==> src/sv/m4inv_pkg.sv <==
`default_nettype none
package m4inv_pkg;
    localparam int ACC_W          = 64;
    localparam int HALF_W         = ACC_W / 2;
    localparam int WORD_BITS_DEF  = 32;
    localparam int FRAC_BITS_DEF  = 16;

    localparam logic signed [ACC_W-1:0] ACC_MAX = {1'b0, {(ACC_W-1){1'b1}}};
    localparam logic signed [ACC_W-1:0] ACC_MIN = {1'b1, {(ACC_W-1){1'b0}}};

    // result of a saturating op: value plus clip flag
    typedef struct packed {
        logic                    clip;
        logic signed [ACC_W-1:0] val;
    } sat_res_t;

    function automatic sat_res_t sat_add(input logic signed [ACC_W-1:0] a,
                                         input logic signed [ACC_W-1:0] b);
        logic signed [ACC_W:0] sum;
        sat_res_t r;
        sum = {a[ACC_W-1], a} + {b[ACC_W-1], b};
        r.clip = (sum[ACC_W] != sum[ACC_W-1]);
        r.val  = r.clip ? (sum[ACC_W] ? ACC_MIN : ACC_MAX) : sum[ACC_W-1:0];
        return r;
    endfunction

    function automatic sat_res_t sat_neg(input logic signed [ACC_W-1:0] a);
        sat_res_t r;
        r.clip = (a == ACC_MIN);
        r.val  = r.clip ? ACC_MAX : -a;
        return r;
    endfunction

    // a - b as add(a, neg(b)), clips ORed
    function automatic sat_res_t sat_sub(input logic signed [ACC_W-1:0] a,
                                         input logic signed [ACC_W-1:0] b);
        sat_res_t n;
        sat_res_t r;
        n = sat_neg(b);
        r = sat_add(a, n.val);
        r.clip = r.clip | n.clip;
        return r;
    endfunction

    function automatic logic [ACC_W-1:0] mag64(input logic signed [ACC_W-1:0] a);
        return a[ACC_W-1] ? (~a + 1'b1) : a;
    endfunction
endpackage
`default_nettype wire

==> src/sv/m4inv_mul.sv <==
`default_nettype none
// 64x64 signed fixed-point multiply: four 32x32 partial products, then
// shift by FRAC_BITS (floor) and saturate to 64 bits.
module m4inv_mul
    import m4inv_pkg::*;
#(
    parameter int FRAC_BITS = FRAC_BITS_DEF
) (
    input  wire logic                    aclk,
    input  wire logic                    aresetn,
    input  wire logic                    start,
    input  wire logic signed [ACC_W-1:0] op_a,
    input  wire logic signed [ACC_W-1:0] op_b,
    output logic                         done,
    output logic signed [ACC_W-1:0]      res,
    output logic                         clip
);
    localparam int PW = 2 * ACC_W;

    logic [ACC_W-1:0]  a_reg, b_reg;
    logic              sgn_reg;
    logic [PW-1:0]     acc_reg;
    logic [ACC_W-1:0]  pp_reg;
    logic [1:0]        sh_reg;
    logic [2:0]        cnt_reg;
    logic              busy_reg;
    logic              done_reg;
    logic signed [ACC_W-1:0] res_reg;
    logic              clip_reg;

    logic [HALF_W-1:0] x_op, y_op;
    logic [1:0]        sh_next;
    logic [PW-1:0]     signed_prod;
    logic signed [PW-1:0] shifted;
    logic              fits;

    always_comb begin
        unique case (cnt_reg[1:0])
            2'd0: begin x_op = a_reg[HALF_W-1:0];     y_op = b_reg[HALF_W-1:0];     sh_next = 2'd0; end
            2'd1: begin x_op = a_reg[HALF_W-1:0];     y_op = b_reg[ACC_W-1:HALF_W]; sh_next = 2'd1; end
            2'd2: begin x_op = a_reg[ACC_W-1:HALF_W]; y_op = b_reg[HALF_W-1:0];     sh_next = 2'd1; end
            default: begin x_op = a_reg[ACC_W-1:HALF_W]; y_op = b_reg[ACC_W-1:HALF_W]; sh_next = 2'd2; end
        endcase
    end

    assign signed_prod = sgn_reg ? (~acc_reg + 1'b1) : acc_reg;
    assign shifted     = $signed(signed_prod) >>> FRAC_BITS;
    assign fits        = (&shifted[PW-1:ACC_W-1]) | ~(|shifted[PW-1:ACC_W-1]);

    always_ff @(posedge aclk) begin
        if (!aresetn) begin
            busy_reg <= 1'b0;
            done_reg <= 1'b0;
            cnt_reg  <= '0;
        end else begin
            done_reg <= 1'b0;
            if (start) begin
                busy_reg <= 1'b1;
                cnt_reg  <= '0;
            end else if (busy_reg) begin
                cnt_reg <= cnt_reg + 3'd1;
                if (cnt_reg == 3'd5) begin
                    busy_reg <= 1'b0;
                    done_reg <= 1'b1;
                end
            end
        end
    end

    always_ff @(posedge aclk) begin
        if (start) begin
            a_reg   <= mag64(op_a);
            b_reg   <= mag64(op_b);
            sgn_reg <= op_a[ACC_W-1] ^ op_b[ACC_W-1];
            acc_reg <= '0;
        end else if (busy_reg) begin
            if (cnt_reg < 3'd4) begin
                pp_reg <= ACC_W'(x_op) * ACC_W'(y_op);
                sh_reg <= sh_next;
            end
            if (cnt_reg >= 3'd1 && cnt_reg <= 3'd4)
                acc_reg <= acc_reg + ({{ACC_W{1'b0}}, pp_reg} << (HALF_W * sh_reg));
            if (cnt_reg == 3'd5) begin
                clip_reg <= ~fits;
                res_reg  <= fits ? shifted[ACC_W-1:0] :
                            (shifted[PW-1] ? ACC_MIN : ACC_MAX);
            end
        end
    end

    assign done = done_reg;
    assign res  = res_reg;
    assign clip = clip_reg;
endmodule
`default_nettype wire

==> config.mk <==
export PLATFORM = sky130hd
export DESIGN_NAME = m4inv_mul
export DESIGN_NICKNAME = d
export VERILOG_FILES = /design/src/sv/m4inv_pkg.sv /design/src/sv/m4inv_mul.sv
export SDC_FILE = /design/constraint.sdc
export NUM_CORES = 2
export LEC_CHECK = 0
export BUFFER_PORTS_ARGS = -buffer_cell sky130_fd_sc_hd__buf_2
export CORE_ASPECT_RATIO = 0.5
export CORE_UTILIZATION = 41
export DETAILED_ROUTE_END_ITERATION = 10
export PLACE_DENSITY = 0.61
export SYNTH_ARGS = -nofsm -noshare
export SYNTH_HDL_FRONTEND = slang
export SYNTH_SLANG_ARGS = --single-unit
==> constraint.sdc <==
create_clock -name aclk -period 26.4 [get_ports aclk]
set_clock_uncertainty 0.05 [all_clocks]
set_input_delay 1.32 -clock aclk [delete_from_list [all_inputs] [get_ports aclk]]
set_output_delay 1.32 -clock aclk [all_outputs]
set_load 0.02 [all_outputs]
Word-level counts from Yosys, hierarchy flattened
Cells that the tools add are included.
{"block": "op_classes", "mul": 1, "div_mod_pow": 0, "shifts": 1, "magnitude_cmp": 3, "bitwise": 10, "eq_ne": 3, "n_reduce_logical": 12, "mux": 12, "addsub": 5}
{"cell": "128-bit by 1-bit adder with 128-bit output, second input constant", "n": 1}
{"cell": "128-bit adder", "n": 1}
{"cell": "64-bit by 1-bit adder with 64-bit output, second input constant", "n": 2}
{"cell": "128-bit two-way mux", "n": 1}
{"cell": "64-bit two-way mux", "n": 2}
{"cell": "128-bit inverter", "n": 1}
{"cell": "64-bit inverter", "n": 2}
{"cell": "64-bit by 7-bit left shift with 128-bit output", "n": 1}
{"cell": "63-bit two-way mux", "n": 2}
{"cell": "32-bit by 32-bit multiplier with 64-bit output", "n": 1}
{"cell": "32-bit two-way mux", "n": 2}
{"cell": "49-bit AND reduction", "n": 1}
{"cell": "49-bit OR reduction", "n": 1}
{"cell": "2-bit OR reduction", "n": 4}
{"cell": "3-bit AND reduction", "n": 2}
{"cell": "1-bit inverter", "n": 5}
{"cell": "1-bit two-way mux", "n": 4}
{"cell": "2-bit case mux with 2 select lines", "n": 1}
{"cell": "3-bit by 1-bit adder with 3-bit output, second input constant", "n": 1}
{"cell": "3-bit equality test, second input constant", "n": 1}
{"cell": "3-bit by 1-bit greater-or-equal comparator with 1-bit output, second input constant", "n": 1}
{"cell": "3-bit less-or-equal comparator, second input constant", "n": 1}
{"cell": "3-bit < comparator, second input constant", "n": 1}
{"cell": "3-bit OR reduction", "n": 1}
{"cell": "other kinds (7)", "n": 7}
{"block": "totals", "latchBits": 0, "ram_bits": 0, "memories": 0, "mem_bits_ro": 0, "output_inout_bits": 66, "regBits": 393, "inputBits": 131}

Depth between registers and ports, before layout
{"block": "logic_depth", "word_depth": 7, "ltp_mapped": 36}

Least setup slack after synthesis
No wires, ideal clock.
{"block": "synth_timing", "path_type": "register to register", "start": "reg cnt_reg[0]", "end": "reg pp_reg[59], data pin", "path_slack_ns": 16.401, "period_less_slack_ns": 9.999, "path_buffers": 4, "setup_ns": 0.280, "arrival_ns": 9.668, "stages_incl_launch_ff": 35, "path_cell_list": "dfxtp_1 > inv_1 > ha_1 > nor2_1 > clkbuf_1 > buf_1 > mux2i_1 > clkbuf_1 > nor2_1 > fa_1 > fa_1 > fa_1 > inv_1 > fa_1 > inv_1 > fa_1 > inv_1 > fa_1 > inv_1 > fa_1 > fa_1 > ha_1 > clkbuf_1 > a21o_1 > a21o_1 > a211o_1 > a21o_1 > o32ai_1 > o21ai_0 > a31oi_1 > o21ai_0 > a31o_2 > a221oi_1 > o21a_1 > o311ai_0"}
{"block": "synth_between", "elab_chain_len": 4}
{"element": "start, declared", "line": "m4inv_mul.sv:25", "text": "logic [2:0] cnt_reg;"}
{"element": "start signal, assigned", "line": "m4inv_mul.sv:61", "text": "cnt_reg <= cnt_reg + 3'd1;"}
{"element": "2-bit by 1-bit equality test with 1-bit output, or another cell as far along", "line": "m4inv_mul.sv:38", "text": "unique case (cnt_reg[1:0])"}
{"element": "2-bit OR reduction (no source line)"}
{"element": "32-bit two-way mux", "line": "m4inv_mul.sv:38"}
{"element": "32-bit by 32-bit multiplier with 64-bit output *", "line": "m4inv_mul.sv:78", "text": "pp_reg <= ACC_W'(x_op) * ACC_W'(y_op);"}
{"element": "end signal, assigned", "line": "m4inv_mul.sv:78"}
{"element": "end, declared", "line": "m4inv_mul.sv:23", "text": "logic [ACC_W-1:0] pp_reg;"}
Mark *: on every way between the ends. The rest lies on a longest branch, timed or not.
A chain may end at the register's enable or synchronous reset.

Worst setup path in the final report
Same ends and word-level chain as after synthesis.

==> impl_summary.txt <==
----------------------------------------------------
[Layout]
  Synth-to-layout area growth ... 7.80%
  Fraction of final layout cells sized beyond drive strength 1 ... 7.83%
  Filler cells ... about 15000
  Final Net Count ... 8370
  Flip-flop count of the largest register, all copies and words added ... 128

[STA]
  Highest achievable clock rate ... ~86 MHz
  Final setup fails ... 0
  Post-route fraction of the period consumed by the critical path ... 44.1%
  Total Neg Setup Slack ... 0 ns
  Final Max Slew Viols ... 0
  Max_slew headroom ... between 20% and 30%
  Final critical path time including I/O delays and setup ... 11.63 ns
  Final Hold Violating Endpoints ... 0
  Slew at the pin closest to its max-slew limit ... about 1.1 ns
  RSZ-0062 raised after global routing ... no
  Worst Hold Slack ... 0.427 ns

[Critical path]
  Critical path's largest stage delay ... ~0.79 ns
  Buffering stage count on the worst path with inverters included ... 6
  Setup Crit Path Kind ... reg2reg
  Kind of cell adding the most delay to the critical path ... adder cells
  Data arrival time of the critical path ... between 10 and 15 ns
  Sort of element at the end of the critical path ... flop
  Cell with the biggest individual delay on the critical path ... sky130_fd_sc_hd__buf_4
  Max FO, Critical Path ... 54
  Most used cell along the critical path ... sky130_fd_sc_hd__fa_1
  Crit path required time ... between 20 and 30 ns
  Critical path launch point type ... flop

[Die]
  Die boundary height ... 275 um
  Std-Cell Rows ... 99
  Effective utilization at floorplan ... 41.6%
  Die X ... between 500 and 600 um
  Die ar. ... 150000 um2
  Core outline area ... ~150000 um2
  Boundary pin count ... ~200

[Clocking]
  Post-CTS clock slew at the launch and capture registers of the worst setup and hold paths ... approximately 0.07 ns
  Maximum clock insertion buffer count ... 3
  Resized cells post-CTS ... 0
  Post-CTS Setup Inserts ... 0
  Clock latency reported for the late side of the worst-skew pair ... 0.68 ns
  Clock tree sinks ... 393
  Post-CTS Hold Buffers ... 0
  Cell at the root of the clock tree ... sky130_fd_sc_hd__clkbuf_16
  H-Tree Depth ... 2
  CTS tree ... built
  Number of clock buffers inserted by TritonCTS ... 44

[Routing]
  First-iteration detailed-routing DRC count ... 5133
  ANT nets after route ... 0
  Sum of routed wire length over all layers ... about 210000 um
  Avg WL per Cell ... 23.6 um
  Routed vias ... about 51000
  Number of DRC violations after detailed routing ... 0
  Via-to-Cell Ratio ... approximately 5.7
  DRT Pass-1 Iters ... 8

[Logic synthesis]
  Synth top area share ... a little under 30%
  Avg Inst Size Synth ... 8.76 um2
  Sequential fraction of the synthesis area ... approximately 17%
  Count of different cell masters after synthesis ... 80
  Async set-or-reset flop fraction in the synthesized netlist ... 0%
  Post-synth top area cell ... sky130_fd_sc_hd__fa_1
  Cell count after synthesis ... 6959
  Syn_nets ... 8383
  Main synth FF type ... sky130_fd_sc_hd__edfxtp_1
  Register bit total from synthesis ... between 300 and 400
  Netlist area before placement ... 61000 um2
  Most instantiated library cell after synthesis ... sky130_fd_sc_hd__inv_1
  Most common library cells after synthesis ... sky130_fd_sc_hd__inv_1, sky130_fd_sc_hd__fa_1, sky130_fd_sc_hd__nand2_1, sky130_fd_sc_hd__nor2_1, sky130_fd_sc_hd__ha_1
  Post-synth EDFFs ... 260
  YS warnings ... 0
  Ranking of synthesized cells by area ... sky130_fd_sc_hd__fa_1, sky130_fd_sc_hd__edfxtp_1, sky130_fd_sc_hd__ha_1

[Flow run]
  Reported max-cap violation count ... 0

[GRT]
  Pin count of the biggest net entering global routing ... 68
  Aggregate global routing overflow ... 0
  Overall Global Routing Usage ... 28.0%
  Wire length of the first global-routing pass ... ~320000 um
  Number of global-route vias before repair ... about 50000
  Initial antenna violation count ... 7

[Min path]
  Worst hold path type ... reg2reg

[Placement]
  Placed wire-length estimate ... between 150000 and 200000 um
  Number of buffers added on ports ... 196
  Routability congestion estimate ... between 1 and 1.5

[Status]
  Result of the run ... completed

----------------------------------------------------
## cells in the final DEF (no fill, tap or decap), types with 67 or more instances in the layout
cell type,instances
sky130_fd_sc_hd__edfxtp_1,260
sky130_fd_sc_hd__nand4_1,90
sky130_fd_sc_hd__nor3_1,78
sky130_fd_sc_hd__nor2_1,800
sky130_fd_sc_hd__nand3_1,67
sky130_fd_sc_hd__buf_4,106
sky130_fd_sc_hd__o21ai_0,258
sky130_fd_sc_hd__fa_1,897
sky130_fd_sc_hd__a21oi_1,351
sky130_fd_sc_hd__xnor2_1,246
sky130_fd_sc_hd__dfxtp_1,133
sky130_fd_sc_hd__inv_1,916
sky130_fd_sc_hd__mux2i_1,113
sky130_fd_sc_hd__o31ai_1,75
sky130_fd_sc_hd__ha_1,396
sky130_fd_sc_hd__buf_2,195
sky130_fd_sc_hd__nand2_1,853
sky130_fd_sc_hd__xor2_1,154
sky130_fd_sc_hd__a21o_1,79
## worst paths after layout
check | startpoint | to | slack (ns) | cells past startpoint
max reg2reg | cnt_reg[0] | pp_reg[59] | 14.77 | 30
min | acc_reg[11] | acc_reg[11] | 0.43 | 2
max | cnt_reg[0] | pp_reg[59] | 14.77 | 30
min reg2reg | acc_reg[11] | acc_reg[11] | 0.43 | 2
## metal layers
metal / vias to the layer above / track usage [%] / wire [um] / part of all wire (%)
met2: 2415 / 41.9 / 88100 / 42
met1: 25400 / 39.3 / 92000 / 44
met5: - / 0 / 71 / 0.034
met4: 10 / 8.63 / 7000 / 3.3
met3: 375 / 7.89 / 23700 / 11
li1: 22800 / - / - / -
## cell families (layout without fill, tap and decap cells)
| logic type | count (synthesis) | after routing | synth area share, % |
|---|---|---|---|
| multiplexers | 222 | 222 | 3.77 |
| adder cells (fa/ha/maj) | 1293 | 1293 | 37.6 |
| AND/OR/NAND/NOR | 2295 | 2295 | 16.7 |
| other | 0 | 3 | 0 |
| AO/OA/AOI/OAI | 1077 | 1077 | 11.1 |
| buffers and inverters | 1278 | 1301 | 7.88 |
| flip-flops | 393 | 393 | 17.2 |
| XOR/XNOR | 401 | 401 | 5.76 |
## per-stage QoR
step	instance area [um2]	utilization [%]	setup WS, ns	instances
2_1_floorplan	61000	-	16.40	6959
3_3_place_gp	64200	43.8	15.07	8869
3_5_place_dp	64200	43.8	14.86	8869
4_1_cts	65700	44.8	14.84	8951
5_1_grt	65700	44.8	14.23	8951
6_report	65700	44.8	14.77	8954
## tightest hold or removal path: stages (launching register included)
cell,delay [ns]
sky130_fd_sc_hd__dfxtp_1,0.33
sky130_fd_sc_hd__nand2_1,0.06
sky130_fd_sc_hd__a21oi_1,0.05
## area by class of cell
class	count	area (um2)	area share, %
timing repair buffer	302	1790	2.72
tap	1969	2460	3.75
clock buffer	51	1170	1.78
multi-input combinational	5288	46000	70.0
inverter	917	3440	5.24
clock inverter	31	375	0.571
sequential	393	10500	15.9
antenna	3	7.51	0.0114
Power is not shown: default switching activity piles up to over one toggle a cycle in this logic, so the estimate is an artifact.
