$ cat config.mk
export PLATFORM = sky130hd
export DESIGN_NAME = m4inv_div
export DESIGN_NICKNAME = d
export VERILOG_FILES = /design/src/sv/m4inv_pkg.sv /design/src/sv/m4inv_div.sv
export SDC_FILE = /design/constraint.sdc
export NUM_CORES = 1
export LEC_CHECK = 0
export BUFFER_PORTS_ARGS = -buffer_cell sky130_fd_sc_hd__buf_2
export CAP_MARGIN = 5
export CORE_AREA = 2 2 208 210
export CTS_CLUSTER_SIZE = 10
export DETAILED_ROUTE_END_ITERATION = 10
export DIE_AREA = 0 0 210 212
export RECOVER_POWER = 50
export SYNTH_ARGS = -nofsm -noshare
export SYNTH_HDL_FRONTEND = slang
export SYNTH_SLANG_ARGS = --single-unit
export TNS_END_PERCENT = 10
$ cat constraint.sdc
create_clock -name aclk -period 4.3 [get_ports aclk]
set_clock_uncertainty 0.2 [all_clocks]
set_input_delay 0.215 -clock aclk [delete_from_list [all_inputs] [get_ports aclk]]
set_output_delay 0.215 -clock aclk [all_outputs]
set_load 0.1 [all_outputs]
$ cat src/sv/m4inv_pkg.sv
`default_nettype none
package m4inv_pkg;
    localparam int ACC_W          = 64;
    localparam int HALF_W         = ACC_W / 2;
    localparam int WORD_BITS_DEF  = 32;
    localparam int FRAC_BITS_DEF  = 16;

    localparam logic signed [ACC_W-1:0] ACC_MAX = {1'b0, {(ACC_W-1){1'b1}}};
    localparam logic signed [ACC_W-1:0] ACC_MIN = {1'b1, {(ACC_W-1){1'b0}}};

    // result of a saturating op: value plus clip flag
    typedef struct packed {
        logic                    clip;
        logic signed [ACC_W-1:0] val;
    } sat_res_t;

    function automatic sat_res_t sat_add(input logic signed [ACC_W-1:0] a,
                                         input logic signed [ACC_W-1:0] b);
        logic signed [ACC_W:0] sum;
        sat_res_t r;
        sum = {a[ACC_W-1], a} + {b[ACC_W-1], b};
        r.clip = (sum[ACC_W] != sum[ACC_W-1]);
        r.val  = r.clip ? (sum[ACC_W] ? ACC_MIN : ACC_MAX) : sum[ACC_W-1:0];
        return r;
    endfunction

    function automatic sat_res_t sat_neg(input logic signed [ACC_W-1:0] a);
        sat_res_t r;
        r.clip = (a == ACC_MIN);
        r.val  = r.clip ? ACC_MAX : -a;
        return r;
    endfunction

    // a - b as add(a, neg(b)), clips ORed
    function automatic sat_res_t sat_sub(input logic signed [ACC_W-1:0] a,
                                         input logic signed [ACC_W-1:0] b);
        sat_res_t n;
        sat_res_t r;
        n = sat_neg(b);
        r = sat_add(a, n.val);
        r.clip = r.clip | n.clip;
        return r;
    endfunction

    function automatic logic [ACC_W-1:0] mag64(input logic signed [ACC_W-1:0] a);
        return a[ACC_W-1] ? (~a + 1'b1) : a;
    endfunction
endpackage
`default_nettype wire

$ cat src/sv/m4inv_div.sv
`default_nettype none
// Restoring divider, one quotient bit per cycle: q = (num << FRAC_BITS) / den
module m4inv_div
    import m4inv_pkg::*;
#(
    parameter int FRAC_BITS = FRAC_BITS_DEF
) (
    input  wire logic             aclk,
    input  wire logic             aresetn,
    input  wire logic             start,
    input  wire logic [ACC_W-1:0] num,
    input  wire logic [ACC_W-1:0] den,
    output logic                  done,
    output logic [ACC_W+FRAC_BITS-1:0] quo
);
    localparam int DIVW = ACC_W + FRAC_BITS;
    localparam int CW   = $clog2(DIVW + 1);

    logic [DIVW-1:0]  dvd_reg, q_reg;
    logic [ACC_W-1:0] rem_reg, den_reg;
    logic [CW-1:0]    cnt_reg;
    logic             busy_reg, done_reg;
    logic [ACC_W:0]   rem_s;
    logic             ge;

    assign rem_s = {rem_reg, dvd_reg[DIVW-1]};
    assign ge    = (rem_s >= {1'b0, den_reg});

    always_ff @(posedge aclk) begin
        if (!aresetn) begin
            busy_reg <= 1'b0;
            done_reg <= 1'b0;
            cnt_reg  <= '0;
        end else begin
            done_reg <= 1'b0;
            if (start) begin
                busy_reg <= 1'b1;
                cnt_reg  <= '0;
            end else if (busy_reg) begin
                cnt_reg <= cnt_reg + 1'b1;
                if (cnt_reg == CW'(DIVW - 1)) begin
                    busy_reg <= 1'b0;
                    done_reg <= 1'b1;
                end
            end
        end
    end

    always_ff @(posedge aclk) begin
        if (start) begin
            dvd_reg <= {num, {FRAC_BITS{1'b0}}};
            den_reg <= den;
            rem_reg <= '0;
            q_reg   <= '0;
        end else if (busy_reg) begin
            dvd_reg <= {dvd_reg[DIVW-2:0], 1'b0};
            rem_reg <= ge ? ACC_W'(rem_s - {1'b0, den_reg}) : rem_s[ACC_W-1:0];
            q_reg   <= {q_reg[DIVW-2:0], ge};
        end
    end

    assign done = done_reg;
    assign quo  = q_reg;
endmodule
`default_nettype wire

=== Yosys cells after proc, flatten, opt, wreduce, memory -nomap -nowiden ===
Index checks and enable logic that the tools add are counted.

* Latch bits: 0
* RAM bits: 0
* Memories kept: 0
* Bits of input ports: 131
* Logic and storage cells: 23
* Bits in read-only memories: 0
* Bits in registers: 281
* Output and inout bits: 81

* Order comparisons: 1
* Bitwise operators: 2
* Shift-type cells: 0
* Equal/unequal tests: 1
* $mul: 0
* Reduce and logical (&&, ||, !) cells: 3
* Divide/modulo/power cells: 0
* Mux-type cells: 7
* $add $sub $neg: 2

{| class="wikitable"
|+ Operator list
! cell !! count
|-
| 80-bit two-way mux || 2
|-
| 65-bit by 64-bit >= comparator with 1-bit output || 1
|-
| 64-bit two-way mux || 1
|-
| 64-bit subtractor || 1
|-
| 7-bit by 1-bit adder with 7-bit output (second input constant) || 1
|-
| 7-bit == test (second input constant) || 1
|-
| 1-bit two-way mux || 4
|-
| 3-bit OR reduction || 1
|-
| 1-bit inverter || 2
|-
| 2-bit nonzero test || 1
|-
| 2-bit OR reduction || 1
|}

=== Longest topological paths before layout ===
Gate-level depths: netlist of run 1.

* Depth after elaboration: 4
* Gate-level depth with buffers: 15
* Depth with buffers taken out: 13

=== Least setup slack after synthesis of run 1 ===
Ideal clock, no wire load.

* Kind: flip-flop to flip-flop
* Start: register den_reg[19]
* End: register rem_reg[43]
* Arrival time: 2.748 ns
* Setup time: 0.129 ns
* Setup slack: 1.224 ns
* Cell stages (with the launch flop): 15
* Required time: 3.971 ns
* Clock period less this slack: 3.076 ns
* Buffers on the path: 3
* Cells stage by stage: edfxtp_1 inv_1 ha_1 buf_2 and2_4 nand3_2 nor4_2 a21bo_2 a2111oi_4 o21ai_2 a21o_1 buf_6 clkbuf_1 a32oi_1 o31ai_1

* Cells in the longest elaborated chain, start to end: 2
* Elaborated cells on any way between the ends: 3
* Those cells by class: 1 x add/sub; 1 x order compare; 1 x mux

{| class="wikitable"
|+ Ends and longest elaborated chain
! item !! RTL line !! source
|-
| start: declaration || m4inv_div.sv:20 || <nowiki>logic [ACC_W-1:0] rem_reg, den_reg;</nowiki>
|-
| start signal: assignment || m4inv_div.sv:52 || <nowiki>den_reg <= den;</nowiki>
|-
| 64-bit subtractor or 65-bit by 64-bit >= comparator with 1-bit output (tied branches) || m4inv_div.sv:57, m4inv_div.sv:27 ||
|-
| 64-bit two-way mux (*) || m4inv_div.sv:57 || <nowiki>rem_reg <= ge ? ACC_W'(rem_s - {1'b0, den_reg}) : rem_s[ACC_W-1:0];</nowiki>
|-
| end signal: assignment || m4inv_div.sv:57 ||
|-
| end: declaration || m4inv_div.sv:20 ||
|}

Mark *: on every way between the ends. The rest lies on a longest branch, timed or not.
A chain may end at the register's enable or synchronous reset.

=== Worst setup path in the final report of run 1 ===
* Start: register den_reg[9]
* End: register rem_reg[45]

The elaborated chain is that of the path after synthesis.

==> results of run 1 <==
==> synthesized netlist by cell type, types with 4 or more instances <==
master	count
sky130_fd_sc_hd__nand4_1	29
sky130_fd_sc_hd__buf_1	7
sky130_fd_sc_hd__clkbuf_1	53
sky130_fd_sc_hd__a311oi_1	36
sky130_fd_sc_hd__nor2_1	173
sky130_fd_sc_hd__and3_1	5
sky130_fd_sc_hd__or2_2	5
sky130_fd_sc_hd__ha_1	65
sky130_fd_sc_hd__o21bai_1	16
sky130_fd_sc_hd__a32oi_1	14
sky130_fd_sc_hd__inv_1	90
sky130_fd_sc_hd__dfxtp_1	153
sky130_fd_sc_hd__and2_1	5
sky130_fd_sc_hd__nand2b_1	6
sky130_fd_sc_hd__nor3_1	15
sky130_fd_sc_hd__o31ai_1	7
sky130_fd_sc_hd__o21a_1	9
sky130_fd_sc_hd__nand2_1	140
sky130_fd_sc_hd__a31oi_1	8
sky130_fd_sc_hd__a21oi_1	88
sky130_fd_sc_hd__xor2_1	22
sky130_fd_sc_hd__a21o_1	38
sky130_fd_sc_hd__or3_1	5
sky130_fd_sc_hd__nand3_1	38
sky130_fd_sc_hd__o21ai_0	48
sky130_fd_sc_hd__a211oi_1	7
sky130_fd_sc_hd__edfxtp_1	128
sky130_fd_sc_hd__nor2b_1	6
sky130_fd_sc_hd__buf_2	21
sky130_fd_sc_hd__mux2_2	65
sky130_fd_sc_hd__mux2i_1	82
sky130_fd_sc_hd__and4_1	4
sky130_fd_sc_hd__o211ai_1	5
sky130_fd_sc_hd__xnor2_1	38
sky130_fd_sc_hd__o21ai_1	4
==> power breakdown <==
| group | switching [W] | internal, W | total (W) |
|---|---|---|---|
| sequential | 0.0000635 | 0.00297 | 0.00303 |
| clock | 0.00116 | 0.00173 | 0.00289 |
| combinational | 0.000612 | 0.000482 | 0.00109 |
==> cells by family after synthesis <==
kind of cell	after synthesis	share of synthesized area (%)
flops	281	47.2
mux	147	10.6
fa+ha+maj	66	5.69
compound gates	313	14.5
buf+inv	177	4.86
simple gates	446	13.6
xor+xnor	60	3.59
==> cell type report <==
| type | count | area [um2] |
|---|---|---|
| tap | 546 | 683 |
| clock inverter | 8 | 126 |
| timing repair buffer | 360 | 2390 |
| multi-input combinational | 1032 | 7030 |
| clock buffer | 52 | 992 |
| sequential | 281 | 6910 |
| antenna | 5 | 12.5 |
| fill | 4113 | 24000 |
| inverter | 91 | 342 |
==> through the flow <==
stage,hold WS [ps],setup WS [ps],total power [W]
2_1_floorplan,114,1220,0.00380
3_3_place_gp,194,704,0.00406
3_5_place_dp,193,576,0.00408
4_1_cts,141,525,0.00712
5_1_grt,149,172,0.00735
6_report,170,547,0.00702
==> routing by layer <==
layer	vias to the layer above	track usage, %	routed length [um]
li1	5982	-	-
met2	326	28.7	18100
met1	5634	21.8	16800
met5	-	0	13
met3	66	3.62	2340
met4	2	6.63	935
==> final timing paths <==
path	end	from	cells after the start
max reg2reg	rem_reg[45]	den_reg[9]	12
max	rem_reg[45]	den_reg[9]	12
min reg2reg	rem_reg[10]	rem_reg[9]	2
min	den_reg[7]	den[7]	2
==> worst reg2reg max path: stages, from the launching register on <==
cell and delay (ps):
sky130_fd_sc_hd__edfxtp_1 330, sky130_fd_sc_hd__inv_1 50, sky130_fd_sc_hd__ha_1 410, sky130_fd_sc_hd__nand3_1 150, sky130_fd_sc_hd__nor2_1 290, sky130_fd_sc_hd__a21boi_1 250, sky130_fd_sc_hd__o21ai_1 110, sky130_fd_sc_hd__a21bo_2 260
sky130_fd_sc_hd__a2111oi_4 370, sky130_fd_sc_hd__o21ai_2 150, sky130_fd_sc_hd__a21o_2 400, sky130_fd_sc_hd__buf_4 280, sky130_fd_sc_hd__o311ai_0 360
==> layout by cell type, fill, tap and decap left out, types with 6 or more instances in the layout <==
cell                            Yosys  layout
sky130_fd_sc_hd__a211oi_1           7       7
sky130_fd_sc_hd__a21o_1            38      37
sky130_fd_sc_hd__a21oi_1           88      88
sky130_fd_sc_hd__a311oi_1          36      36
sky130_fd_sc_hd__a31oi_1            8       8
sky130_fd_sc_hd__a32oi_1           14      14
sky130_fd_sc_hd__buf_2             21     119
sky130_fd_sc_hd__buf_4              3      18
sky130_fd_sc_hd__clkbuf_1          53     105
sky130_fd_sc_hd__clkbuf_16          0      37
sky130_fd_sc_hd__dfxtp_1          153     152
sky130_fd_sc_hd__dlygate4sd3_1      0     130
sky130_fd_sc_hd__edfxtp_1         128     128
sky130_fd_sc_hd__ha_1              65      65
sky130_fd_sc_hd__inv_1             90      89
sky130_fd_sc_hd__mux2_2            65      63
sky130_fd_sc_hd__mux2i_1           82      82
sky130_fd_sc_hd__nand2_1          140     140
sky130_fd_sc_hd__nand2b_1           6       6
sky130_fd_sc_hd__nand3_1           38      38
sky130_fd_sc_hd__nand4_1           29      29
sky130_fd_sc_hd__nor2_1           173     173
sky130_fd_sc_hd__nor2b_1            6       6
sky130_fd_sc_hd__nor3_1            15      15
sky130_fd_sc_hd__o21a_1             9       9
sky130_fd_sc_hd__o21ai_0           48      48
sky130_fd_sc_hd__o21bai_1          16      16
sky130_fd_sc_hd__o31ai_1            7       7
sky130_fd_sc_hd__xnor2_1           38      38
sky130_fd_sc_hd__xor2_1            22      22
==> repair_timing <==
| item | 4_1_cts | 5_1_grt |
|---|---|---|
| endpoints found under the hold margin | 160 | 0 |
| endpoints found under the setup margin | 0 | 0 |
| hold buffers | 130 | 0 |
==> metrics.txt, run 1 <==
# TYPE chip_impl_metric gauge
chip_impl_info{name="run_status",value="finished, violations left"} 1
chip_impl_info{name="failed_checks",value="capacitance limit, slew limit"} 1
chip_impl_metric{name="die_y",unit="um"} 212
chip_impl_metric{name="critPathBufInv",unit=""} 2
chip_impl_metric{name="hpwl",unit="mm"} 26.2
chip_impl_info{name="synth_largest_area_cell",value="sky130_fd_sc_hd__edfxtp_1"} 1
chip_impl_metric{name="edff_count_synth",unit=""} 128
chip_impl_metric{name="synth.cell_area",unit="um2"} 14600
chip_impl_metric{name="cts.repair_timing.setup_buffer_count",unit=""} 0
chip_impl_metric{name="setup_total_negative_slack",unit="ps"} 0
chip_impl_metric{name="ys_seq_area_share",unit="%"} 47.2
chip_impl_metric{name="finalWirelength",unit="mm"} 38.1
chip_impl_metric{name="area.growth.synth_to_final",unit="%"} 26.3
chip_impl_metric{name="effective_utilization_at_floorplan",unit="%"} 34.4
chip_impl_info{name="setup.worst_path.class",value="reg2reg"} 1
chip_impl_info{name="synth_top_flop_cell",value="sky130_fd_sc_hd__dfxtp_1"} 1
chip_impl_metric{name="final.period_utilization",unit="%"} 87.3
chip_impl_metric{name="p_leak",unit="nW"} 7.53
chip_impl_metric{name="routed_wire_length_per_instance",unit="um"} 16.1
chip_impl_metric{name="timing.final.max_slew_violations",unit=""} 53
chip_impl_metric{name="global_route_wire_length_before_repair",unit="mm"} 62.4
chip_impl_metric{name="pin_count_of_the_biggest_net_entering_global_routing",unit=""} 91
chip_impl_metric{name="max_cap_viol_count",unit=""} 1
chip_impl_metric{name="drtIter0Drc",unit=""} 841
chip_impl_info{name="setup_repair_after_global_routing_missed_its_margin",value="false"} 1
chip_impl_metric{name="p_per_area",unit="nW/um2"} 380
chip_impl_metric{name="drt_drc_violations_left",unit=""} 0
chip_impl_metric{name="dr_total_vias",unit=""} 12010
chip_impl_metric{name="final_antenna_net_count",unit=""} 0
chip_impl_metric{name="largest_register_ffs",unit=""} 80
chip_impl_info{name="hold_path_class",value="in2reg"} 1
chip_impl_metric{name="finalNonFillerCells",unit=""} 2375
chip_impl_metric{name="design.final.nets",unit=""} 1999
chip_impl_info{name="cell_at_the_root_of_the_clock_tree",value="sky130_fd_sc_hd__clkbuf_16"} 1
chip_impl_metric{name="clock_insertion_delay_worst_skew",unit="ps"} 560
chip_impl_metric{name="floorplan.io_pins",unit=""} 212
chip_impl_metric{name="synth_cell_types",unit=""} 71
chip_impl_metric{name="final_hold_viol_count",unit=""} 0
chip_impl_metric{name="grt_pass1_vias",unit=""} 12363
chip_impl_metric{name="dp_cells",unit=""} 2180
chip_impl_metric{name="detail_route.vias_per_cell",unit=""} 5.06
chip_impl_metric{name="timing.max_slew.rel_slack",unit="%"} -82.3
chip_impl_metric{name="final_design_area_no_fill",unit="um2"} 18500
chip_impl_info{name="post_synth_main_area_contributors",value="sky130_fd_sc_hd__edfxtp_1, sky130_fd_sc_hd__dfxtp_1, sky130_fd_sc_hd__mux2i_1"} 1
chip_impl_metric{name="die_area",unit="um2"} 44500
chip_impl_info{name="critical_path.top_delay_family",value="compound AO/OA/AOI/OAI gates"} 1
chip_impl_metric{name="die_x",unit="um"} 210
chip_impl_metric{name="worstPathRequired",unit="ps"} 4520
chip_impl_metric{name="placementRows",unit=""} 76
chip_impl_metric{name="synth_top_area_share",unit="%"} 26.3
chip_impl_metric{name="worstPathArrival",unit="ps"} 3970
chip_impl_metric{name="synth.ff_latch_count",unit=""} 281
chip_impl_metric{name="report.final.setup_viol",unit=""} 0
chip_impl_metric{name="clockBufferDepth",unit=""} 3
chip_impl_metric{name="achievable-frequency",unit="GHz"} 0.266
chip_impl_metric{name="design.core.area",unit="um2"} 42500
chip_impl_info{name="start_kind",value="register"} 1
chip_impl_info{name="endpoint_kind",value="register"} 1
chip_impl_metric{name="synth_nets",unit=""} 1687
chip_impl_info{name="slowest_stage",value="sky130_fd_sc_hd__ha_1"} 1
chip_impl_info{name="tritoncts",value="yes"} 1
chip_impl_metric{name="timing_worst_slew_pin_value",unit="ps"} 2730
chip_impl_metric{name="timing.final.crit_period",unit="ps"} 3750
chip_impl_info{name="worstPathCellList",value="inv_1, ha_1, nand3_1, nor2_1, a21boi_1, o21ai_1, a21bo_2, a2111oi_4, o21ai_2, a21o_2, buf_4, o311ai_0"} 1
chip_impl_metric{name="syn-mean-instance-area",unit="um2"} 9.82
chip_impl_metric{name="drt_first_pass_iters",unit=""} 5
chip_impl_metric{name="yosys_warnings",unit=""} 0
chip_impl_metric{name="numClockSinks",unit=""} 281
chip_impl_metric{name="cts_buffers",unit=""} 36
chip_impl_metric{name="irDropWorstVdd",unit="uV"} 304
chip_impl_metric{name="cts_htree_levels",unit=""} 2
chip_impl_metric{name="post_synth_inst_count",unit=""} 1490
chip_impl_metric{name="cts-resized-gates",unit=""} 0
chip_impl_metric{name="slowest_delay",unit="ps"} 410
chip_impl_metric{name="port_buffers",unit=""} 211
chip_impl_metric{name="gp_routability_congestion",unit=""} 0.884
chip_impl_metric{name="final_core_util",unit="%"} 43.5
chip_impl_metric{name="post_dp_cell_area",unit="um2"} 16200
chip_impl_metric{name="cp_max_fo",unit=""} 26
chip_impl_metric{name="initial_antenna_violation_count",unit=""} 6
chip_impl_metric{name="layout-drive-gt1-share",unit="%"} 14.5
chip_impl_metric{name="globalRouteTotalUtil",unit="%"} 17.2
chip_impl_metric{name="path_clk_slew",unit="ps"} 60
chip_impl_metric{name="grt.overflow.total",unit=""} 0
chip_impl_metric{name="synthArstFlopShare",unit="%"} 0
chip_impl_metric{name="reg2reg_slack",unit="ps"} 550
Note: power is estimated with default switching activity, not from simulation.
==> run 2, diff against run 1 <==
--- a/config.mk
+++ b/config.mk
@@ -7,10 +7,13 @@
 export LEC_CHECK = 0
 export BUFFER_PORTS_ARGS = -buffer_cell sky130_fd_sc_hd__buf_2
 export CAP_MARGIN = 5
+export CELL_PAD_IN_SITES_DETAIL_PLACEMENT = 0
+export CELL_PAD_IN_SITES_GLOBAL_PLACEMENT = 1
 export CORE_AREA = 2 2 208 210
 export CTS_CLUSTER_SIZE = 10
 export DETAILED_ROUTE_END_ITERATION = 10
 export DIE_AREA = 0 0 210 212
+export PLACE_DENSITY_LB_ADDON = 0.1
 export RECOVER_POWER = 50
 export SYNTH_ARGS = -nofsm -noshare
 export SYNTH_HDL_FRONTEND = slang
==> constraint.sdc (replaced) <==
create_clock -name aclk -period 4.4 [get_ports aclk]
set_clock_uncertainty 0.2 [all_clocks]
set_input_delay 0.22 -clock aclk [delete_from_list [all_inputs] [get_ports aclk]]
set_output_delay 0.22 -clock aclk [all_outputs]
set_load 0.1 [all_outputs]
==> run 2 against run 1 <==
Net effect:
- the run still ends with capacitance limit, slew limit left
- sequential power is 2% lower
- utilization is 0.25 points higher
- worst hold slack better by 7.0 ps
- setup slack better by 55 ps
- non-clock buffer count is 1 higher
- maximum frequency is 1.2% lower
- critical path depth is 1 higher
- register-to-register slack better by 50 ps
- clock power is 3% higher
- power hardly changed
- global-route usage is 1.3 points higher
- critical path type unchanged
- wire length is 7.5% higher
==> metrics.txt, run 2 (synthesized netlist as in run 1, its figures left out) <==
# TYPE chip_impl_metric gauge
chip_impl_metric{name="effective_utilization_at_floorplan",unit="%"} 34.4
chip_impl_metric{name="irDropWorstVdd",unit="uV"} 221
chip_impl_metric{name="switching_share",unit="%"} 26.5
chip_impl_info{name="slowest_stage",value="sky130_fd_sc_hd__a21o_2"} 1
chip_impl_metric{name="die_x",unit="um"} 210
chip_impl_metric{name="final_hold_viol_count",unit=""} 0
chip_impl_info{name="setup.worst_path.class",value="reg2reg"} 1
chip_impl_metric{name="drt_first_pass_iters",unit=""} 5
chip_impl_metric{name="finalNonFillerCells",unit=""} 2378
chip_impl_metric{name="intPower",unit="W"} 0.00516
chip_impl_metric{name="path_clk_slew",unit="ps"} 60
chip_impl_metric{name="initial_antenna_violation_count",unit=""} 2
chip_impl_info{name="run_status",value="finished, violations left"} 1
chip_impl_info{name="leading_cell_type_in_the_layout_fill_and_taps_excluded",value="sky130_fd_sc_hd__nor2_1"} 1
chip_impl_metric{name="setup_total_negative_slack",unit="ps"} 0
chip_impl_metric{name="drt_drc_violations_left",unit=""} 0
chip_impl_metric{name="timing_worst_slew_pin_value",unit="ps"} 2070
chip_impl_metric{name="detail_route.vias_per_cell",unit=""} 5.03
chip_impl_metric{name="timing.final.crit_period",unit="ps"} 3800
chip_impl_metric{name="design.core.area",unit="um2"} 42500
chip_impl_metric{name="dp_cells",unit=""} 2176
chip_impl_metric{name="pwr-share-comb",unit="%"} 15.4
chip_impl_info{name="start_kind",value="register"} 1
chip_impl_metric{name="slowest_delay",unit="ps"} 570
chip_impl_info{name="hold_path_class",value="in2reg"} 1
chip_impl_metric{name="clockBufferDepth",unit=""} 3
chip_impl_metric{name="layout-drive-gt1-share",unit="%"} 15.1
chip_impl_info{name="worstPathCellList",value="inv_1, ha_1, a21o_1, a21o_1, a21oi_1, o21ai_0, a21oi_1, o21ai_0, o21ai_2, a21o_2, buf_4, nand2_1, a311oi_1"} 1
chip_impl_metric{name="report.final.setup_viol",unit=""} 0
chip_impl_metric{name="final.period_utilization",unit="%"} 86.3
chip_impl_info{name="setup_repair_after_global_routing_missed_its_margin",value="false"} 1
chip_impl_metric{name="globalRouteTotalUtil",unit="%"} 18.4
chip_impl_metric{name="critPathBufInv",unit=""} 2
chip_impl_metric{name="drtIter0Drc",unit=""} 605
chip_impl_metric{name="gp_routability_congestion",unit=""} 0.813
chip_impl_info{name="critical_path.top_delay_family",value="compound AO/OA/AOI/OAI gates"} 1
chip_impl_metric{name="timing.max_slew.rel_slack",unit="%"} -37.7
chip_impl_info{name="cell_at_the_root_of_the_clock_tree",value="sky130_fd_sc_hd__clkbuf_16"} 1
chip_impl_metric{name="grt_pass1_vias",unit=""} 12400
chip_impl_metric{name="p_per_area",unit="nW/um2"} 378
chip_impl_metric{name="numClockSinks",unit=""} 281
chip_impl_metric{name="p_sw",unit="W"} 0.00186
chip_impl_metric{name="max_cap_viol_count",unit=""} 1
chip_impl_metric{name="finalWirelength",unit="mm"} 41.0
chip_impl_metric{name="final.setup.worst_slack",unit="ps"} 602
chip_impl_metric{name="design.final.nets",unit=""} 2001
chip_impl_metric{name="grt.overflow.total",unit=""} 0
chip_impl_metric{name="power_total",unit="W"} 0.00702
chip_impl_info{name="most-common-layout-cells",value="sky130_fd_sc_hd__nor2_1, sky130_fd_sc_hd__dfxtp_1, sky130_fd_sc_hd__nand2_1"} 1
chip_impl_metric{name="floorplan.io_pins",unit=""} 212
chip_impl_metric{name="dr_total_vias",unit=""} 11950
chip_impl_metric{name="worstPathRequired",unit="ps"} 4630
chip_impl_metric{name="die_y",unit="um"} 212
chip_impl_metric{name="cts.repair_timing.setup_buffer_count",unit=""} 0
chip_impl_metric{name="port_buffers",unit=""} 211
chip_impl_metric{name="pin_count_of_the_biggest_net_entering_global_routing",unit=""} 86
chip_impl_metric{name="worstPathArrival",unit="ps"} 4030
chip_impl_metric{name="filler_cell_count",unit=""} 4189
chip_impl_metric{name="timing.final.max_slew_violations",unit=""} 34
chip_impl_metric{name="die_area",unit="um2"} 44500
chip_impl_metric{name="p_leak",unit="nW"} 7.59
chip_impl_metric{name="cts-resized-gates",unit=""} 0
chip_impl_metric{name="cts_buffers",unit=""} 37
chip_impl_metric{name="global_route_wire_length_before_repair",unit="mm"} 65.8
chip_impl_metric{name="clock_insertion_delay_worst_skew",unit="ps"} 550
chip_impl_metric{name="routed_wire_length_per_instance",unit="um"} 17.2
chip_impl_metric{name="reg2reg_slack",unit="ps"} 600
chip_impl_metric{name="dp_worst_setup_slack",unit="ps"} 521
chip_impl_metric{name="p_clk_share",unit="%"} 42.3
chip_impl_info{name="endpoint_kind",value="register"} 1
chip_impl_info{name="failed_checks",value="capacitance limit, slew limit"} 1
chip_impl_metric{name="achievable-frequency",unit="GHz"} 0.263
chip_impl_metric{name="cp_max_fo",unit=""} 25
chip_impl_metric{name="largest_register_ffs",unit=""} 80
chip_impl_info{name="tritoncts",value="yes"} 1
chip_impl_metric{name="power_frac_seq",unit="%"} 42.3
chip_impl_metric{name="final_antenna_net_count",unit=""} 0
chip_impl_metric{name="hpwl",unit="mm"} 28.5
chip_impl_metric{name="cts_htree_levels",unit=""} 2
chip_impl_metric{name="placementRows",unit=""} 76
chip_impl_metric{name="area.growth.synth_to_final",unit="%"} 27.0
-- run 2: metrics by stage --
| step | util [%] | hold WS, ps | area [um2] |
|---|---|---|---|
| 6_report | 43.7 | 177 | 18600 |
| 5_1_grt | 43.7 | 156 | 18600 |
| 4_1_cts | 44.0 | 133 | 18700 |
| 3_5_place_dp | 38.0 | 198 | 16200 |
| 3_3_place_gp | 38.0 | 196 | 16200 |
| 2_1_floorplan | - | 119 | 14600 |
-- run 2: worst paths after layout --
check                   start           to  cells past startpoint
setup reg to reg  den_reg[26]   rem_reg[4]                     13
hold / removal        den[13]  den_reg[13]                      2
setup / recovery  den_reg[26]   rem_reg[4]                     13
hold reg to reg    cnt_reg[6]   cnt_reg[6]                      2
-- run 2: layout make-up --
cell class	instances	area, um2	share of cell area [%]
clock buffer	56	1060	5.69
tap	546	683	3.67
clock inverter	9	123	0.659
timing repair buffer	361	2440	13.1
multi-input combinational	1032	7030	37.8
antenna	2	5.00	0.0269
inverter	91	342	1.84
sequential	281	6910	37.2
-- run 2: power by group through the flow --
stage | clock (W) | sequential (W) | combinational (W)
after detailed placement | 0 | 0.00302 | 0.000984
final | 0.00297 | 0.00297 | 0.00108
after global placement | 0 | 0.00302 | 0.000991
after CTS | 0.00307 | 0.00297 | 0.00109
after floorplan | 0 | 0.00300 | 0.000714
after global routing | 0.00316 | 0.00299 | 0.00120
-- run 2: what timing repair did --
item | in CTS | in global routing
hold endpoints to repair | 159 | 0
hold buffers | 135 | 0
setup endpoints to repair | 0 | 0
-- run 2: metal layers --
layer  GRT usage [%]  up-vias  share of wire, %
met1            23.8     5618                46
li1                -     5985                 -
met4            7.14        0               3.2
met2            30.0      264                45
met5               0        -                 0
met3            4.43       83               5.9
-- run 2: worst register-to-register path: cells and delay by family, from the launching register on --
family                   cells  cell delay, ps
AO/OA/AOI/OAI                9            2320
adder cells (fa/ha/maj)      1             310
buffers and inverters        2             410
flip-flops                   1             370
AND/OR/NAND/NOR              1              80
==> run 3, diff against run 2 <==
==> constraint.sdc (replaced) <==
create_clock -name aclk -period 4.4 [get_ports aclk]
set_clock_uncertainty 0.2 [all_clocks]
set_input_delay 0.66 -clock aclk [delete_from_list [all_inputs] [get_ports aclk]]
set_output_delay 0.66 -clock aclk [all_outputs]
set_load 0.1 [all_outputs]
==> run 3 against run 2 <==
Net effect:
- the run still ends with capacitance limit, slew limit left
- sequential power barely moved
- die area did not move
- utilization fell by 3.1 points
- maximum frequency fell by 2.5%
- global-route usage fell by 0.23 points
- first-iteration DRC count rose by 27%
- final area fell by 7.0%
- sequential share of layout area rose by 2.8 points
- critical path depth did not move
- non-clock buffer count fell by 135
- worst hold slack got worse by 100 ps
- setup slack got worse by 98 ps
- critical endpoint is now rem_reg[7]
- largest power group unchanged
==> metrics.txt, run 3 (synthesized netlist as in run 1, its figures left out) <==
# TYPE chip_impl_metric gauge
chip_impl_metric{name="largest_register_ffs",unit=""} 80
chip_impl_metric{name="pwr-share-comb",unit="%"} 14.5
chip_impl_metric{name="timing_worst_slew_pin_value",unit="ps"} 2690
chip_impl_info{name="cpMostUsedCell",value="sky130_fd_sc_hd__inv_1"} 1
chip_impl_metric{name="effective_utilization_at_floorplan",unit="%"} 34.4
chip_impl_metric{name="p_sw",unit="W"} 0.00183
chip_impl_metric{name="grt.overflow.total",unit=""} 0
chip_impl_metric{name="design.core.area",unit="um2"} 42500
chip_impl_metric{name="worstPathArrival",unit="ps"} 4000
chip_impl_metric{name="final_core_util",unit="%"} 40.7
chip_impl_metric{name="drt_drc_violations_left",unit=""} 0
chip_impl_metric{name="grt_pass1_vias",unit=""} 11617
chip_impl_metric{name="p_per_area",unit="nW/um2"} 396
chip_impl_metric{name="final_hold_viol_count",unit=""} 0
chip_impl_metric{name="cts-resized-gates",unit=""} 0
chip_impl_metric{name="area.growth.synth_to_final",unit="%"} 18.1
chip_impl_metric{name="setup_total_negative_slack",unit="ps"} 0
chip_impl_metric{name="cts_buffers",unit=""} 37
chip_impl_info{name="start_kind",value="register"} 1
chip_impl_metric{name="dr_total_vias",unit=""} 11543
chip_impl_metric{name="timing.max_slew.rel_slack",unit="%"} -79.6
chip_impl_metric{name="routed_wire_length_per_instance",unit="um"} 18.0
chip_impl_metric{name="cts_htree_levels",unit=""} 2
chip_impl_metric{name="filler_cell_count",unit=""} 4278
chip_impl_metric{name="placementRows",unit=""} 76
chip_impl_metric{name="path_clk_slew",unit="ps"} 60
chip_impl_metric{name="die_x",unit="um"} 210
chip_impl_metric{name="global_route_wire_length_before_repair",unit="mm"} 64.1
chip_impl_metric{name="dp_worst_setup_slack",unit="ps"} 476
chip_impl_metric{name="timing.final.crit_period",unit="ps"} 3900
chip_impl_info{name="slowest_stage",value="sky130_fd_sc_hd__ha_1"} 1
chip_impl_metric{name="finalWirelength",unit="mm"} 40.4
chip_impl_metric{name="globalRouteTotalUtil",unit="%"} 18.2
chip_impl_metric{name="worstPathRequired",unit="ps"} 4510
chip_impl_metric{name="clockBufferDepth",unit=""} 3
chip_impl_info{name="cell_at_the_root_of_the_clock_tree",value="sky130_fd_sc_hd__clkbuf_16"} 1
chip_impl_info{name="endpoint_kind",value="register"} 1
chip_impl_metric{name="final.setup.worst_slack",unit="ps"} 504
chip_impl_metric{name="hpwl",unit="mm"} 28.5
chip_impl_metric{name="switching_share",unit="%"} 26.8
chip_impl_metric{name="holdBufCountCts",unit=""} 0
chip_impl_metric{name="power_frac_seq",unit="%"} 43.3
chip_impl_metric{name="cts.repair_timing.setup_buffer_count",unit=""} 0
chip_impl_metric{name="irDropWorstVdd",unit="uV"} 260
chip_impl_metric{name="final_antenna_net_count",unit=""} 0
chip_impl_metric{name="achievable-frequency",unit="GHz"} 0.257
chip_impl_metric{name="final.period_utilization",unit="%"} 88.6
chip_impl_info{name="failed_checks",value="capacitance limit, slew limit"} 1
chip_impl_metric{name="max_cap_viol_count",unit=""} 2
chip_impl_metric{name="port_buffers",unit=""} 211
chip_impl_info{name="most-common-layout-cells",value="sky130_fd_sc_hd__buf_2, sky130_fd_sc_hd__nor2_1, sky130_fd_sc_hd__dfxtp_1"} 1
chip_impl_info{name="setup.worst_path.class",value="reg2reg"} 1
chip_impl_metric{name="floorplan.io_pins",unit=""} 212
chip_impl_metric{name="die_y",unit="um"} 212
chip_impl_info{name="worstPathCellList",value="inv_1, ha_1, and2_4, nand3_2, o21a_1, o21ai_0, inv_1, a2111oi_4, o21ai_2, a21o_2, buf_4, nand2_1, a311oi_1"} 1
chip_impl_metric{name="cp_max_fo",unit=""} 26
chip_impl_info{name="leading_cell_type_in_the_layout_fill_and_taps_excluded",value="sky130_fd_sc_hd__buf_2"} 1
chip_impl_metric{name="hold-worst-slack",unit="ps"} 72.5
chip_impl_metric{name="power_total",unit="W"} 0.00685
chip_impl_metric{name="p_leak",unit="nW"} 7.31
chip_impl_metric{name="initial_antenna_violation_count",unit=""} 9
chip_impl_metric{name="clock_insertion_delay_worst_skew",unit="ps"} 560
chip_impl_metric{name="slowest_delay",unit="ps"} 560
chip_impl_metric{name="intPower",unit="W"} 0.00502
chip_impl_info{name="hold_path_class",value="in2reg"} 1
chip_impl_metric{name="p_clk_share",unit="%"} 42.2
chip_impl_metric{name="detail_route.vias_per_cell",unit=""} 5.14
chip_impl_metric{name="layout-drive-gt1-share",unit="%"} 20.1
chip_impl_metric{name="pin_count_of_the_biggest_net_entering_global_routing",unit=""} 112
chip_impl_info{name="setup_repair_after_global_routing_missed_its_margin",value="false"} 1
chip_impl_metric{name="drt_first_pass_iters",unit=""} 5
chip_impl_metric{name="numClockSinks",unit=""} 281
chip_impl_metric{name="drtIter0Drc",unit=""} 768
chip_impl_metric{name="design.final.nets",unit=""} 1866
chip_impl_info{name="run_status",value="finished, violations left"} 1
chip_impl_metric{name="timing.final.max_slew_violations",unit=""} 142
chip_impl_info{name="tritoncts",value="yes"} 1
chip_impl_metric{name="gp_routability_congestion",unit=""} 0.819
chip_impl_metric{name="report.final.setup_viol",unit=""} 0
chip_impl_metric{name="die_area",unit="um2"} 44500
## run 3: worst max-delay path: cells and delay by family (launching register included)
family	cells	cell delay [ps]
buffers and inverters	3	510
adders and majority gates	1	560
AOI/OAI and AO/OA	6	1610
DFF	1	340
and+or+nand+nor	3	420
## run 3: metal layers
| metal | global-route usage [%] | up-vias | wire, um |
|---|---|---|---|
| met5 | 0 | - | 34 |
| met2 | 28.1 | 250 | 17900 |
| met4 | 7.46 | 6 | 1190 |
| li1 | - | 5728 | - |
| met1 | 24.1 | 5485 | 18600 |
| met3 | 5.08 | 74 | 2690 |
## run 3: path summary, 6_finish.rpt
kind	slack, ps	end	from	cells past startpoint
setup / recovery	500	rem_reg[7]	den_reg[19]	13
hold / removal	70	den_reg[45]	den[45]	1
setup reg to reg	500	rem_reg[7]	den_reg[19]	13
hold reg to reg	290	rem_reg[30]	rem_reg[29]	2
## run 3: metrics by stage
step | instances | area (um2)
after global placement | 2176 | 16200
after detailed placement | 2176 | 16200
after CTS | 2241 | 17300
after floorplan | 1490 | 14600
after global routing | 2245 | 17300
final | 2246 | 17300
## run 3: layout make-up
cell class	instances	area, um2	area share, %
Multi-Input combinational cell	1032	7030	40.7
Sequential cell	281	6910	39.9
Timing Repair Buffer	226	1170	6.78
Clock buffer	58	1060	6.11
Tap cell	546	683	3.95
Inverter	91	342	1.98
Clock inverter	7	87.6	0.506
Antenna cell	5	12.5	0.0723
## run 3: power by group through the flow
stage	sequential (W)	clock, W	combinational (W)
2_1_floorplan	0.00300	0	0.000714
3_3_place_gp	0.00302	0	0.000994
3_5_place_dp	0.00302	0	0.000994
4_1_cts	0.00297	0.00301	0.000998
5_1_grt	0.00298	0.00309	0.00111
6_report	0.00297	0.00289	0.000992
